[config.mk]
export PLATFORM = sky130hd
export DESIGN_NAME = modbus_rtu_register_read_master
export DESIGN_NICKNAME = d
export VERILOG_FILES = /design/src/rtl/rmm_pkg.sv /design/src/rtl/rmm_front.sv /design/src/rtl/rmm_jobq.sv /design/src/rtl/rmm_back.sv /design/src/rtl/modbus_rtu_register_read_master.sv
export SDC_FILE = /design/constraint.sdc
export NUM_CORES = 1
export LEC_CHECK = 0
export ABC_AREA = 0
export BUFFER_PORTS_ARGS = -buffer_cell sky130_fd_sc_hd__buf_2
export CAP_MARGIN = 25
export CORE_ASPECT_RATIO = 1.1
export CORE_MARGIN = 2
export CORE_UTILIZATION = 45
export CTS_CLUSTER_DIAMETER = 50
export DETAILED_ROUTE_END_ITERATION = 16
export SYNTH_ARGS = -nofsm -noshare
export SYNTH_HDL_FRONTEND = slang
export SYNTH_HIERARCHICAL = 1
export SYNTH_SLANG_ARGS = --single-unit
[constraint.sdc]
create_clock -name clk -period 3 [get_ports clk]
set_clock_uncertainty 0.15 [all_clocks]
set_input_delay 0.6 -clock clk [delete_from_list [all_inputs] [get_ports clk]]
set_output_delay 0.6 -clock clk [all_outputs]
set_load 0.02 [all_outputs]
[src/rtl/rmm_pkg.sv]
// Shared types, codes and the CRC-16 byte update for the register read master.
package rmm_pkg;

	// Input command codes
	localparam logic [1:0] CMD_START   = 2'd0;
	localparam logic [1:0] CMD_BYTE    = 2'd1;
	localparam logic [1:0] CMD_TIMEOUT = 2'd2;

	// Result kinds
	localparam logic KIND_TX     = 1'b0;
	localparam logic KIND_REPORT = 1'b1;

	// Report status codes
	localparam logic [1:0] ST_OK      = 2'd0;
	localparam logic [1:0] ST_TIMEOUT = 2'd1;
	localparam logic [1:0] ST_HEADER  = 2'd2;
	localparam logic [1:0] ST_CRC     = 2'd3;

	// Protocol constants
	localparam logic [7:0]  FUNC_READ  = 8'h03;
	localparam logic [7:0]  BYTE_COUNT = 8'h02;
	localparam logic [7:0]  QTY_HI     = 8'h00;
	localparam logic [7:0]  QTY_LO     = 8'h01;
	localparam logic [15:0] CRC_INIT   = 16'hFFFF;
	localparam logic [15:0] CRC_POLY   = 16'hA001;

	// Reply byte positions
	localparam logic [2:0] RX_ADDR   = 3'd0;
	localparam logic [2:0] RX_FUNC   = 3'd1;
	localparam logic [2:0] RX_COUNT  = 3'd2;
	localparam logic [2:0] RX_VAL_HI = 3'd3;
	localparam logic [2:0] RX_VAL_LO = 3'd4;
	localparam logic [2:0] RX_CRC_LO = 3'd5;
	localparam logic [2:0] RX_CRC_HI = 3'd6;

	// Request frame byte positions
	localparam logic [2:0] TX_ADDR   = 3'd0;
	localparam logic [2:0] TX_FUNC   = 3'd1;
	localparam logic [2:0] TX_REG_HI = 3'd2;
	localparam logic [2:0] TX_REG_LO = 3'd3;
	localparam logic [2:0] TX_QTY_HI = 3'd4;
	localparam logic [2:0] TX_QTY_LO = 3'd5;
	localparam logic [2:0] TX_CRC_LO = 3'd6;
	localparam logic [2:0] TX_CRC_HI = 3'd7;

	// Job queue geometry
	localparam int JOBQ_DEPTH = 4;
	localparam int JOBQ_AW    = $clog2(JOBQ_DEPTH);
	localparam int JOBQ_CW    = $clog2(JOBQ_DEPTH + 1);

	typedef struct packed {
		logic        is_report;
		logic [7:0]  slave_address;
		logic [15:0] register_address;
		logic [1:0]  status;
		logic [15:0] read_value;
	} job_t;

	function automatic logic [15:0] crc16_update(input logic [15:0] c, input logic [7:0] b);
		logic [15:0] r;
		r = c ^ {8'h00, b};
		for (int k = 0; k < 8; k++) begin
			if (r[0]) begin
				r = (r >> 1) ^ CRC_POLY;
			end else begin
				r = r >> 1;
			end
		end
		return r;
	endfunction

endpackage

[src/rtl/rmm_front.sv]
// Front end: accepts commands, tracks the reply, and queues frame and report jobs.
module rmm_front (
	input  logic               clk,
	input  logic               arst_n,
	input  logic               push,
	input  logic [1:0]         cmd,
	input  logic [7:0]         slave_address,
	input  logic [15:0]        register_address,
	input  logic [7:0]         rx_byte,
	input  logic               q_full,
	output logic               job_push,
	output rmm_pkg::job_t      job
);

	logic        accept;
	logic        phase_q;
	logic [7:0]  expected_address_q;
	logic [2:0]  rx_count_q;
	logic [15:0] running_crc_q;
	logic [15:0] value_shift_q;
	logic        header_bad_q;
	logic [7:0]  crc_low_seen_q;
	logic [15:0] crc_next;
	logic [15:0] crc_got;
	logic [1:0]  reply_status;

	assign accept   = push && !q_full;
	assign crc_next = rmm_pkg::crc16_update(running_crc_q, rx_byte);
	assign crc_got  = {rx_byte, crc_low_seen_q};

	always_comb begin
		if (crc_got != running_crc_q) begin
			reply_status = rmm_pkg::ST_CRC;
		end else if (header_bad_q) begin
			reply_status = rmm_pkg::ST_HEADER;
		end else begin
			reply_status = rmm_pkg::ST_OK;
		end
	end

	always_comb begin
		job_push              = 1'b0;
		job.is_report         = 1'b0;
		job.slave_address     = slave_address;
		job.register_address  = register_address;
		job.status            = rmm_pkg::ST_OK;
		job.read_value        = '0;
		if (accept) begin
			case (cmd)
				rmm_pkg::CMD_START: begin
					job_push = 1'b1;
				end
				rmm_pkg::CMD_TIMEOUT: begin
					if (phase_q) begin
						job_push      = 1'b1;
						job.is_report = 1'b1;
						job.status    = rmm_pkg::ST_TIMEOUT;
					end
				end
				rmm_pkg::CMD_BYTE: begin
					if (phase_q && rx_count_q == rmm_pkg::RX_CRC_HI) begin
						job_push       = 1'b1;
						job.is_report  = 1'b1;
						job.status     = reply_status;
						job.read_value = (reply_status == rmm_pkg::ST_OK) ?
							value_shift_q : 16'h0000;
					end
				end
				default: begin
				end
			endcase
		end
	end

	always_ff @(posedge clk or negedge arst_n) begin
		if (!arst_n) begin
			phase_q            <= 1'b0;
			expected_address_q <= '0;
			rx_count_q         <= '0;
			running_crc_q      <= rmm_pkg::CRC_INIT;
			value_shift_q      <= '0;
			header_bad_q       <= 1'b0;
			crc_low_seen_q     <= '0;
		end else if (accept) begin
			case (cmd)
				rmm_pkg::CMD_START: begin
					// restart abandons any pending reply
					phase_q            <= 1'b1;
					expected_address_q <= slave_address;
					rx_count_q         <= '0;
					running_crc_q      <= rmm_pkg::CRC_INIT;
					value_shift_q      <= '0;
					header_bad_q       <= 1'b0;
					crc_low_seen_q     <= '0;
				end
				rmm_pkg::CMD_TIMEOUT: begin
					phase_q <= 1'b0;
				end
				rmm_pkg::CMD_BYTE: begin
					if (phase_q) begin
						case (rx_count_q) inside
							rmm_pkg::RX_ADDR: begin
								if (rx_byte != expected_address_q) header_bad_q <= 1'b1;
							end
							rmm_pkg::RX_FUNC: begin
								if (rx_byte != rmm_pkg::FUNC_READ) header_bad_q <= 1'b1;
							end
							rmm_pkg::RX_COUNT: begin
								if (rx_byte != rmm_pkg::BYTE_COUNT) header_bad_q <= 1'b1;
							end
							rmm_pkg::RX_VAL_HI, rmm_pkg::RX_VAL_LO: begin
								value_shift_q <= {value_shift_q[7:0], rx_byte};
							end
							rmm_pkg::RX_CRC_LO: begin
								crc_low_seen_q <= rx_byte;
							end
							default: begin
							end
						endcase
						if (rx_count_q < rmm_pkg::RX_CRC_LO) begin
							running_crc_q <= crc_next;
						end
						if (rx_count_q == rmm_pkg::RX_CRC_HI) begin
							phase_q    <= 1'b0;
							rx_count_q <= '0;
						end else begin
							rx_count_q <= rx_count_q + 3'd1;
						end
					end
				end
				default: begin
				end
			endcase
		end
	end

endmodule

[src/rtl/rmm_jobq.sv]
// Short job queue between the front end and the back end.
module rmm_jobq (
	input  logic          clk,
	input  logic          arst_n,
	input  logic          wr_en,
	input  rmm_pkg::job_t wr_job,
	input  logic          rd_en,
	output rmm_pkg::job_t rd_job,
	output logic          full,
	output logic          empty
);

	rmm_pkg::job_t                  mem_q [rmm_pkg::JOBQ_DEPTH];
	logic [rmm_pkg::JOBQ_AW-1:0]    wr_ptr_q;
	logic [rmm_pkg::JOBQ_AW-1:0]    rd_ptr_q;
	logic [rmm_pkg::JOBQ_CW-1:0]    count_q;
	logic                           do_wr;
	logic                           do_rd;

	assign full   = (count_q == rmm_pkg::JOBQ_CW'(rmm_pkg::JOBQ_DEPTH));
	assign empty  = (count_q == '0);
	assign do_wr  = wr_en && !full;
	assign do_rd  = rd_en && !empty;
	assign rd_job = mem_q[rd_ptr_q];

	always_ff @(posedge clk) begin
		if (do_wr) begin
			mem_q[wr_ptr_q] <= wr_job;
		end
	end

	always_ff @(posedge clk or negedge arst_n) begin
		if (!arst_n) begin
			wr_ptr_q <= '0;
			rd_ptr_q <= '0;
			count_q  <= '0;
		end else begin
			if (do_wr) wr_ptr_q <= wr_ptr_q + rmm_pkg::JOBQ_AW'(1);
			if (do_rd) rd_ptr_q <= rd_ptr_q + rmm_pkg::JOBQ_AW'(1);
			if (do_wr && !do_rd) begin
				count_q <= count_q + rmm_pkg::JOBQ_CW'(1);
			end else if (do_rd && !do_wr) begin
				count_q <= count_q - rmm_pkg::JOBQ_CW'(1);
			end
		end
	end

endmodule

[src/rtl/rmm_back.sv]
// Back end: expands frame jobs into request bytes and registers results for the consumer.
module rmm_back (
	input  logic          clk,
	input  logic          arst_n,
	input  logic          q_empty,
	input  rmm_pkg::job_t q_job,
	output logic          q_pop,
	input  logic          pop,
	output logic          empty,
	output logic          kind,
	output logic [7:0]    tx_byte,
	output logic          tx_last,
	output logic [1:0]    status,
	output logic [15:0]   read_value
);

	logic        out_valid_q;
	logic        busy_q;
	logic [2:0]  idx_q;
	logic [7:0]  addr_q;
	logic [15:0] reg_q;
	logic [15:0] crc_q;
	logic        out_free;
	logic        emit_tx;
	logic        emit_rep;
	logic        load;
	logic [7:0]  frame_byte;

	assign out_free = !out_valid_q || pop;
	assign q_pop    = !busy_q && !q_empty && out_free;
	assign emit_tx  = busy_q && out_free;
	assign emit_rep = q_pop && q_job.is_report;
	assign load     = q_pop && !q_job.is_report;
	assign empty    = !out_valid_q;

	always_comb begin
		case (idx_q)
			rmm_pkg::TX_ADDR:   frame_byte = addr_q;
			rmm_pkg::TX_FUNC:   frame_byte = rmm_pkg::FUNC_READ;
			rmm_pkg::TX_REG_HI: frame_byte = reg_q[15:8];
			rmm_pkg::TX_REG_LO: frame_byte = reg_q[7:0];
			rmm_pkg::TX_QTY_HI: frame_byte = rmm_pkg::QTY_HI;
			rmm_pkg::TX_QTY_LO: frame_byte = rmm_pkg::QTY_LO;
			rmm_pkg::TX_CRC_LO: frame_byte = crc_q[7:0];
			default:            frame_byte = crc_q[15:8];
		endcase
	end

	always_ff @(posedge clk or negedge arst_n) begin
		if (!arst_n) begin
			out_valid_q <= 1'b0;
			busy_q      <= 1'b0;
			idx_q       <= '0;
		end else begin
			if (out_free) out_valid_q <= emit_tx || emit_rep;
			if (load) begin
				busy_q <= 1'b1;
				idx_q  <= '0;
			end else if (emit_tx) begin
				if (idx_q == rmm_pkg::TX_CRC_HI) begin
					busy_q <= 1'b0;
				end
				idx_q <= idx_q + 3'd1;
			end
		end
	end

	always_ff @(posedge clk) begin
		if (load) begin
			addr_q <= q_job.slave_address;
			reg_q  <= q_job.register_address;
			crc_q  <= rmm_pkg::CRC_INIT;
		end else if (emit_tx && idx_q < rmm_pkg::TX_CRC_LO) begin
			// fold each header byte into the frame CRC as it goes out
			crc_q <= rmm_pkg::crc16_update(crc_q, frame_byte);
		end
		if (emit_tx) begin
			kind       <= rmm_pkg::KIND_TX;
			tx_byte    <= frame_byte;
			tx_last    <= (idx_q == rmm_pkg::TX_CRC_HI);
			status     <= rmm_pkg::ST_OK;
			read_value <= '0;
		end else if (emit_rep) begin
			kind       <= rmm_pkg::KIND_REPORT;
			tx_byte    <= '0;
			tx_last    <= 1'b0;
			status     <= q_job.status;
			read_value <= q_job.read_value;
		end
	end

endmodule

[src/rtl/modbus_rtu_register_read_master.sv]
// Top level of the Modbus RTU holding register read master.
//
// Input queue: drive cmd and its fields with push; an item is taken when push
// is high and full is low. cmd start sends a read request for slave_address and
// register_address, cmd byte delivers one received reply byte (rx_byte), cmd
// timeout ends a pending reply. Bytes and timeouts while idle are dropped.
// Result queue: while empty is low the oldest result sits on kind, tx_byte,
// tx_last, status and read_value; pop takes it. A start yields eight transmit
// bytes (tx_last on the eighth); the seventh reply byte or a timeout yields one
// report with status and value.
// Throughput: one input item per cycle while the four-entry job queue has room.
// A request frame leaves the back end at one byte per cycle while the consumer
// keeps taking results, after its job is loaded; a report is registered from
// the job queue head. The byte sequencer and the queue depth set these rates.
// When the consumer holds pop low the output register holds its result, the
// back end stops, the queue fills and full rises. Reset clears all control
// state: the master comes up idle with both queues empty.
module modbus_rtu_register_read_master (
	input  logic        clk,
	input  logic        arst_n,
	input  logic        push,
	output logic        full,
	input  logic [1:0]  cmd,
	input  logic [7:0]  slave_address,
	input  logic [15:0] register_address,
	input  logic [7:0]  rx_byte,
	output logic        empty,
	input  logic        pop,
	output logic        kind,
	output logic [7:0]  tx_byte,
	output logic        tx_last,
	output logic [1:0]  status,
	output logic [15:0] read_value
);

	logic          job_push;
	rmm_pkg::job_t job_in;
	rmm_pkg::job_t job_out;
	logic          q_pop;
	logic          q_empty;
	logic          q_full;

	assign full = q_full;

	rmm_front u_front (
		.clk              (clk),
		.arst_n           (arst_n),
		.push             (push),
		.cmd              (cmd),
		.slave_address    (slave_address),
		.register_address (register_address),
		.rx_byte          (rx_byte),
		.q_full           (q_full),
		.job_push         (job_push),
		.job              (job_in)
	);

	rmm_jobq u_jobq (
		.clk    (clk),
		.arst_n (arst_n),
		.wr_en  (job_push),
		.wr_job (job_in),
		.rd_en  (q_pop),
		.rd_job (job_out),
		.full   (q_full),
		.empty  (q_empty)
	);

	rmm_back u_back (
		.clk        (clk),
		.arst_n     (arst_n),
		.q_empty    (q_empty),
		.q_job      (job_out),
		.q_pop      (q_pop),
		.pop        (pop),
		.empty      (empty),
		.kind       (kind),
		.tx_byte    (tx_byte),
		.tx_last    (tx_last),
		.status     (status),
		.read_value (read_value)
	);

endmodule
==> results.json, run 1 <==
{
  "outcome": "finished clean",
  "max_stage_delay_ns": 0.55,
  "areaGrowthSynthToFinish_pct": 16.1,
  "detail-route-antenna-nets": 0,
  "drv_slew": 0,
  "ys_seq_area_share_pct": 65.6,
  "drtPass1Iterations": 5,
  "reg2reg_slack_ns": 0.03,
  "vias": 6829,
  "final_hold_viol_count": 0,
  "hp-start": "register_address[15]",
  "port_buffers": 67,
  "r2r_start": "u_back/idx_q[0]",
  "coreArea_sq_mm": 0.0285,
  "crit_type": "register to register",
  "via_per_inst": 5.13,
  "worst-path-max-fanout": 4,
  "synth.distinct_cells": 62,
  "layout-drive-gt1-share_pct": 28.4,
  "setup_viol": 0,
  "synth_area_per_cell_sq_um": 15.1,
  "grt_max_degree": 45,
  "async_reset_ff_share_pct": 21.3,
  "rows": 65,
  "start_util_pct": 45.4,
  "grt-ovfl-total": 0,
  "synthTopCellsByArea": "edfxtp_1 (47%), dfrtp_1 (9.5%), mux4_2 (6.6%)",
  "path_clk_slew_ns": 0.06,
  "diodes": 0,
  "reg2reg_depth": 10,
  "fin_nets": 993,
  "die_h_um": 182,
  "cp.buffers_inverters": 2,
  "synthCells": 858,
  "synth_common_cells": "edfxtp_1 (205), nand2_1 (93), dfrtp_1 (49)",
  "htreeDepth": 2,
  "wirelength_um": 24200,
  "hold_end": "u_jobq/mem_q[3][33]",
  "yosys.area.top_type": "edfxtp_1",
  "cp-start-kind": "register",
  "clk_path_buf_depth": 3,
  "die_area_sq_mm": 0.0302,
  "cp_top_family": "XOR/XNOR gates",
  "synth-edff-count": 205,
  "cpMostUsedCell": "xnor2_1",
  "dr_wl_met2_um": 11200,
  "grt_pass1_vias": 7151,
  "io_pins": 68,
  "top_layer": "met4",
  "dp.cells": 1266,
  "maxCapViolCount": 0,
  "first_iter_violations": 475,
  "synth-seq-cells": 305,
  "clock-sinks": 305,
  "fin_setup_tns_ns": 0,
  "fill_cells": 2395,
  "wl_per_cell_um": 18.2,
  "crit_chain": "inv_2, ha_1, a2111o_1, buf_6, mux2i_4, xor2_2, xnor2_1, xnor3_2, xnor2_1, o21ai_1",
  "ys_warn_count": 6,
  "syn-cell-area_sq_mm": 0.0130,
  "synth_top_area_share_pct": 47.5,
  "hpwl_um": 15800,
  "cts_tree": "built",
  "period_share_pct": 99.1,
  "numCtsBuffers": 34,
  "drc": 0,
  "die_w_um": 166,
  "synth_fp_nets": 912,
  "crit_path_top_delay_cell": "xnor3_2",
  "synth_ff_type": "edfxtp_1",
  "total_power_mw": 16.8,
  "wl_met3_um": 1110,
  "root_buffer": "clkbuf_16",
  "globalplace.congestion": 0.795,
  "post-synth-top-count-cell": "edfxtp_1",
  "clock.fmax_ghz": 0.336,
  "cp.arrival_ns": 3.21,
  "fin_cells": 1332,
  "grt_first_pass_wirelength_um": 39200,
  "hold_depth": 1,
  "ir_drop_uv": 909,
  "clk-insertion-delay-late_ns": 0.50,
  "r2r-end": "u_back/crc_q[14]",
  "hold_class": "input port to register",
  "track_usage_pct": 16.4,
  "holdWs_ns": 0.165,
  "tightest_slew_ns": 0.661,
  "end_kind": "register",
  "powerDensity_mw_per_mm2": 1120,
  "met1_length_um": 11400,
  "cp_data_required_time_ns": 3.23,
  "p_leak_nw": 5.64,
  "antenna_found_initial": 0,
  "relSlewSlack_pct": 55.9,
  "post-route-min-period_ns": 2.97
}
## state kept, by name (all words and copies together) (netlist names), 8 cells and up
name and count:
u_front/expected_address_q 8, u_front/value_shift_q 16, u_back/addr_q 8, u_back/reg_q 16, u_front/crc_low_seen_q 8, u_jobq/mem_q 172
u_back/tx_byte 8, u_back/crc_q 16, u_back/read_value 16, u_front/running_crc_q 16
## per-stage QoR
stage                     worst slack [ns]  util [%]  instance area, sq um
after CTS                         0.000559      52.3                 14900
final                               0.0265      52.8                 15100
after floorplan                     0.0403         -                 13000
after detailed placement           0.00634      48.2                 13800
after global placement              0.0383      48.1                 13700
after global routing               -0.0913      52.8                 15100
## report_power, final
group | internal (mW) | switching [mW] | leakage (nW) | total (mW)
registers | 5.50 | 0.596 | 2.97 | 6.09
clock network | 2.63 | 1.59 | 0.565 | 4.22
logic | 3.44 | 3.09 | 2.10 | 6.54
## logic make-up (layout without fill, tap and decap cells)
logic type / Yosys count / count (layout) / share of synthesized area (%)
mux: 78 / 78 / 10.7
flops: 305 / 305 / 65.6
simple gates: 177 / 177 / 6.38
compound gates: 109 / 109 / 5.33
xor+xnor: 75 / 75 / 5.97
buf+inv: 98 / 204 / 4.42
fa+ha+maj: 16 / 16 / 1.60
## layout make-up
type	instances	area (sq um)	area share, %
clock buffers	48	1020	6.76
clock inverters	13	148	0.980
inverters	30	113	0.748
multi-input cells	455	4000	26.5
flip-flops and latches	305	8510	56.5
well taps	368	460	3.06
repair buffers	113	820	5.44
## timing repair
item,CTS,global route
hold endpoints to repair,12,0
hold buffers,1,0
setup buffers,0,4
resized for setup,0,21
setup endpoints to repair,0,3
## routing by layer
layer | track usage (%) | vias up
met4 | 4.80 | 0
met5 | 0 | -
met1 | 23.8 | 3371
met3 | 2.91 | 34
li1 | - | 3278
met2 | 25.6 | 146
## cell usage in the layout, fill, tap and decap left out, drive strengths merged, types with 30 or more instances in the layout
cell / n
nand2: 93
xor2: 41
mux4: 43
edfxtp: 205
buf: 112
a21oi: 39
dfxtp: 35
clkbuf: 48
inv: 31
dfrtp: 49
xnor2: 30
## worst max path at each step
stage	startpoint	endpoint	slack, ns	depth (start not counted)
floorplan	cmd[1]	u_jobq/count_q[2]	0.04	15
global placement	u_back/idx_q[0]	u_back/crc_q[0]	0.04	8
detailed placement	u_back/idx_q[0]	u_back/crc_q[0]	0.006	9
CTS	u_back/idx_q[0]	u_back/crc_q[0]	0.0006	9
global route	u_back/idx_q[0]	u_back/crc_q[15]	-0.09	10
finish	u_back/idx_q[0]	u_back/crc_q[14]	0.03	10
Note: power is estimated with default switching activity, not from simulation.
==> run 2: changes to the inputs <==
--- a/config.mk
+++ b/config.mk
@@ -12,7 +12,9 @@
 export CORE_MARGIN = 2
 export CORE_UTILIZATION = 45
 export CTS_CLUSTER_DIAMETER = 50
+export CTS_CLUSTER_SIZE = 8
 export DETAILED_ROUTE_END_ITERATION = 16
+export REMOVE_ABC_BUFFERS = 1
 export SYNTH_ARGS = -nofsm -noshare
 export SYNTH_HDL_FRONTEND = slang
 export SYNTH_HIERARCHICAL = 1
==> results.json, run 2 (same netlist as run 1, synthesis figures left out) <==
{
  "layout-drive-gt1-share_pct": 27.2,
  "setup_viol": 0,
  "clock-sinks": 305,
  "wirelength_um": 25200,
  "r2r-end": "u_back/crc_q[0]",
  "dp.cells": 1259,
  "areaGrowthSynthToFinish_pct": 16.6,
  "crit_type": "register to register",
  "die_h_um": 182,
  "p_leak_nw": 5.66,
  "ir_drop_uv": 1490,
  "powerDensity_mw_per_mm2": 1140,
  "r2r_start": "u_back/idx_q[1]",
  "period_share_pct": 98.7,
  "tightest_slew_ns": 0.680,
  "globalplace.congestion": 0.826,
  "hpwl_um": 15600,
  "hp-start": "register_address[12]",
  "hold_depth": 1,
  "htreeDepth": 2,
  "maxCapViolCount": 0,
  "path_clk_slew_ns": 0.05,
  "die_w_um": 166,
  "port_buffers": 67,
  "rows": 65,
  "final_hold_viol_count": 0,
  "largest-register": "u_jobq/mem_q",
  "relSlewSlack_pct": 54.6,
  "worst-path-max-fanout": 4,
  "grt-ovfl-total": 0,
  "root_buffer": "clkbuf_16",
  "total_power_mw": 17.3,
  "fin_cells": 1344,
  "outcome": "finished clean",
  "grt_max_degree": 45,
  "end_kind": "register",
  "fin_nets": 996,
  "reg2reg_slack_ns": 0.04,
  "cp-start-kind": "register",
  "die_area_sq_mm": 0.0302,
  "track_usage_pct": 16.9,
  "worstSetupStartpoint": "u_back/idx_q[1]",
  "antenna_found_initial": 0,
  "grt_setup_unrepaired": "yes",
  "drc": 0,
  "first_iter_violations": 531,
  "coreArea_sq_mm": 0.0285,
  "cp.arrival_ns": 3.26,
  "post-route-min-period_ns": 2.96,
  "grt_pass1_vias": 7184,
  "drv_slew": 0,
  "detail-route-antenna-nets": 0,
  "reg2reg_depth": 10,
  "hold_class": "input port to register",
  "drtPass1Iterations": 8,
  "cp_data_required_time_ns": 3.30,
  "numCtsBuffers": 44,
  "final_common_cell": "edfxtp_1",
  "layout_common_cells": "edfxtp_1 (205), nand2_1 (93), buf_2 (67)",
  "clk-insertion-delay-late_ns": 0.52,
  "via_per_inst": 5.19,
  "start_util_pct": 45.4,
  "io_pins": 68,
  "largest_reg_flops": 172,
  "wl_per_cell_um": 18.7,
  "clk_path_buf_depth": 3,
  "clock.fmax_ghz": 0.338,
  "endpoint": "u_back/crc_q[0]",
  "vias": 6980,
  "cts_tree": "built",
  "grt_first_pass_wirelength_um": 40200,
  "diodes": 0
}
[run 2: changes by cell type in the layout (fill, tap and decap cells not counted), sizes merged]
cell	previous run	this run
buf	112	105
bufinv	3	1
clkbuf	48	79
clkinv	8	0
clkinvlp	1	0
inv	31	30
[run 2: final cells by class]
class	instances	area (sq um)
Fill cell	2356	13400
Sequential cell	305	8510
Multi-Input combinational cell	455	4010
Clock buffer	79	1250
Timing Repair Buffer	106	742
Tap cell	368	460
Inverter	30	113
Clock inverter	1	30.0
[run 2: power by group]
group	internal, mW	leakage (nW)	switching [mW]
Combinational	3.46	2.07	3.20
Sequential	5.50	2.98	0.605
Clock	2.87	0.609	1.66
Total	11.8	5.66	5.46
[run 2: stage by stage]
step                area [sq um]  setup WS (ns)  hold slack (ns)  util, %  TNS, ns
finish                     15100         0.0392            0.149     53.0        0
floorplan                  12500         -0.900            0.154        -  -192.64
detailed placement         13700        0.00758            0.295     47.9        0
global route               15100        -0.0621            0.138     53.0   -0.135
global placement           13700         0.0118            0.291     47.9        0
CTS                        15000        0.00260            0.133     52.5        0
[run 2: worst min-delay path by stage]
stage	to	slack (ns)
after floorplan	u_back/busy_q	0.15
after global placement	u_back/read_value[1]	0.29
after detailed placement	u_back/read_value[0]	0.30
after CTS	u_jobq/mem_q[0][23]	0.13
after global routing	u_jobq/mem_q[0][32]	0.14
final	u_jobq/mem_q[0][30]	0.15
[run 2: metal layers]
metal / track usage (%) / share of wire, % / wire length (um) / up-vias
met3: 3.71 / 4.8 / 1210 / 46
met5: 0 / 0 / 0 / -
met2: 27.7 / 48 / 12000 / 169
met4: 4.42 / 1.8 / 456 / 0
li1: - / - / - / 3288
met1: 23.1 / 46 / 11500 / 3477
[run 2: timing repair]
action	CTS	global route
setup buffers	0	4
resized for setup	0	23
setup endpoints to repair	0	4
hold buffers	1	0
endpoints found under the hold margin	1	0
[run 2: worst max-delay path: stages (launching register included)]
cell	delay, ns
dfrtp_2	0.41
inv_2	0.07
ha_2	0.19
a2111o_1	0.45
buf_6	0.16
mux2i_4	0.18
xor2_1	0.19
xnor2_1	0.24
xnor3_2	0.56
xnor2_2	0.17
o21ai_1	0.11
==> run 3: changes to the inputs <==
--- a/config.mk
+++ b/config.mk
@@ -9,7 +9,6 @@
 export BUFFER_PORTS_ARGS = -buffer_cell sky130_fd_sc_hd__buf_2
 export CAP_MARGIN = 25
 export CORE_ASPECT_RATIO = 1.1
-export CORE_MARGIN = 2
 export CORE_UTILIZATION = 45
 export CTS_CLUSTER_DIAMETER = 50
 export CTS_CLUSTER_SIZE = 8
==> constraint.sdc (replaced) <==
create_clock -name clk -period 2.6 [get_ports clk]
set_clock_uncertainty 0.15 [all_clocks]
set_input_delay 0.52 -clock clk [delete_from_list [all_inputs] [get_ports clk]]
set_output_delay 0.52 -clock clk [all_outputs]
set_load 0.02 [all_outputs]
==> results.json, run 3 (same netlist as run 1, synthesis figures left out) <==
{
  "outcome": "complete, but fails checks",
  "violations": "setup timing",
  "areaGrowthSynthToFinish_pct": 20.7,
  "worstSetupStartpoint": "u_back/idx_q[1]",
  "coreArea_sq_mm": 0.0281,
  "maxCapViolCount": 0,
  "largest_reg_flops": 172,
  "path_clk_slew_ns": 0.05,
  "grt_setup_unrepaired": "yes",
  "reg2reg_slack_ns": -0.39,
  "die_w_um": 164,
  "vias": 7153,
  "fill_cells": 2230,
  "clk-insertion-delay-late_ns": 0.53,
  "hold_class": "input port to register",
  "clock-sinks": 305,
  "cp_data_required_time_ns": 2.86,
  "post-route-min-period_ns": 2.99,
  "cts_tree": "built",
  "track_usage_pct": 17.9,
  "root_buffer": "clkbuf_16",
  "relSlewSlack_pct": 49.4,
  "detail-route-antenna-nets": 0,
  "wl_per_cell_um": 18.0,
  "r2r_start": "u_back/idx_q[1]",
  "wirelength_um": 25100,
  "drv_slew": 0,
  "fin_nets": 1047,
  "cp-start-kind": "register",
  "die_h_um": 180,
  "via_per_inst": 5.13,
  "fin_util_pct": 55.7,
  "rows": 64,
  "grt-ovfl-total": 0,
  "clock.fmax_ghz": 0.334,
  "final_common_cell": "edfxtp_1",
  "io_pins": 68,
  "period_share_pct": 115,
  "p_leak_nw": 5.97,
  "grt_pass1_vias": 7544,
  "finalInstanceArea_sq_mm": 0.0157,
  "worst-path-max-fanout": 3,
  "hpwl_um": 15900,
  "port_buffers": 67,
  "clk_path_buf_depth": 3,
  "fin_ws_ns": -0.394,
  "setup_viol": 5,
  "powerDensity_mw_per_mm2": 1330,
  "crit_type": "register to register",
  "cp.arrival_ns": 3.26,
  "globalplace.congestion": 0.811,
  "diodes": 0,
  "end_kind": "register",
  "drtPass1Iterations": 7,
  "r2r-end": "u_back/crc_q[14]",
  "numCtsBuffers": 46,
  "layout_common_cells": "edfxtp_1 (205), nand2_1 (93), buf_4 (73)",
  "dpl-instance-area_sq_mm": 0.0140,
  "tightest_slew_ns": 0.759,
  "grt_first_pass_wirelength_um": 41000,
  "htreeDepth": 2,
  "reg2reg_depth": 11,
  "largest-register": "u_jobq/mem_q",
  "grt_max_degree": 66,
  "ir_drop_uv": 1070,
  "endpoint": "u_back/crc_q[14]",
  "die_area_sq_mm": 0.0295,
  "start_util_pct": 46.1,
  "first_iter_violations": 486,
  "antenna_found_initial": 0,
  "final_hold_viol_count": 0,
  "layout-drive-gt1-share_pct": 32.0,
  "drc": 0
}
==> run 3: cell count changes in the layout (fill, tap and decap cells not counted), sizes merged <==
cell	before	now
buf	105	154
bufinv	1	0
clkbuf	79	81
clkinv	0	3
clkinvlp	0	1
==> run 3: worst min path at each step <==
stage	start	slack, ns	end	cells past startpoint
2_1_floorplan	arst_n	0.07	u_back/busy_q	0
3_3_place_gp	u_back/read_value[6]	0.29	u_back/read_value[6]	2
3_5_place_dp	u_back/read_value[5]	0.29	u_back/read_value[5]	2
4_1_cts	register_address[6]	0.04	u_jobq/mem_q[2][24]	1
5_1_grt	register_address[6]	0.04	u_jobq/mem_q[2][24]	1
6_report	register_address[12]	0.06	u_jobq/mem_q[2][30]	1
==> run 3: timing repair <==
item / 4_1_cts / 5_1_grt
resized for setup: 13 / 26
endpoints found under the hold margin: 49 / 0
buffers inserted: 10 / 5
endpoints found under the setup margin: 5 / 15
hold buffers: 1 / 0
pin swaps: 2 / 12
==> run 3: through the flow <==
stage	setup TNS, ns	hold WS (ns)	worst slack [ns]	total power, mW	cells
2_1_floorplan	-283.60	0.0744	-1.22	12.0	790
3_3_place_gp	-1.54	0.292	-0.293	14.4	1296
4_1_cts	-0.975	0.0388	-0.302	20.5	1392
3_5_place_dp	-3.21	0.295	-0.350	14.5	1296
6_report	-1.18	0.0615	-0.394	20.8	1393
5_1_grt	-1.62	0.0431	-0.457	22.0	1393
==> run 3: routing by layer <==
layer  share of wire, %  vias to the layer above  GRT usage, %
met5                  0                        -             0
met4                2.1                        0          5.70
met3                5.1                       45          3.48
met2                 48                      175          28.9
met1                 45                     3539          24.3
li1                   -                     3394             -
==> run 3: layout make-up <==
class / count / area [sq um] / share of cell area (%)
Clock inverter: 4 / 26.3 / 0.168
Tap cell: 363 / 454 / 2.90
Inverter: 30 / 113 / 0.719
Sequential cell: 305 / 8510 / 54.3
Timing Repair Buffer: 155 / 1120 / 7.16
Multi-Input combinational cell: 455 / 4080 / 26.1
Clock buffer: 81 / 1360 / 8.66
==> run 3: critical path: stages (launching register included) <==
cell and delay, ns:
dfrtp_2 0.44, buf_6 0.13, ha_4 0.15, a2111o_1 0.39
buf_6 0.14, buf_6 0.12, mux2i_2 0.26, xnor2_2 0.18
xnor2_2 0.16, xnor3_2 0.51, xnor2_2 0.17, o21ai_1 0.08
==> run 3: power breakdown <==
group	internal, mW	switching [mW]
sequential	6.35	0.649
combinational	4.52	3.83
clock	3.49	2.00
total	14.4	6.48
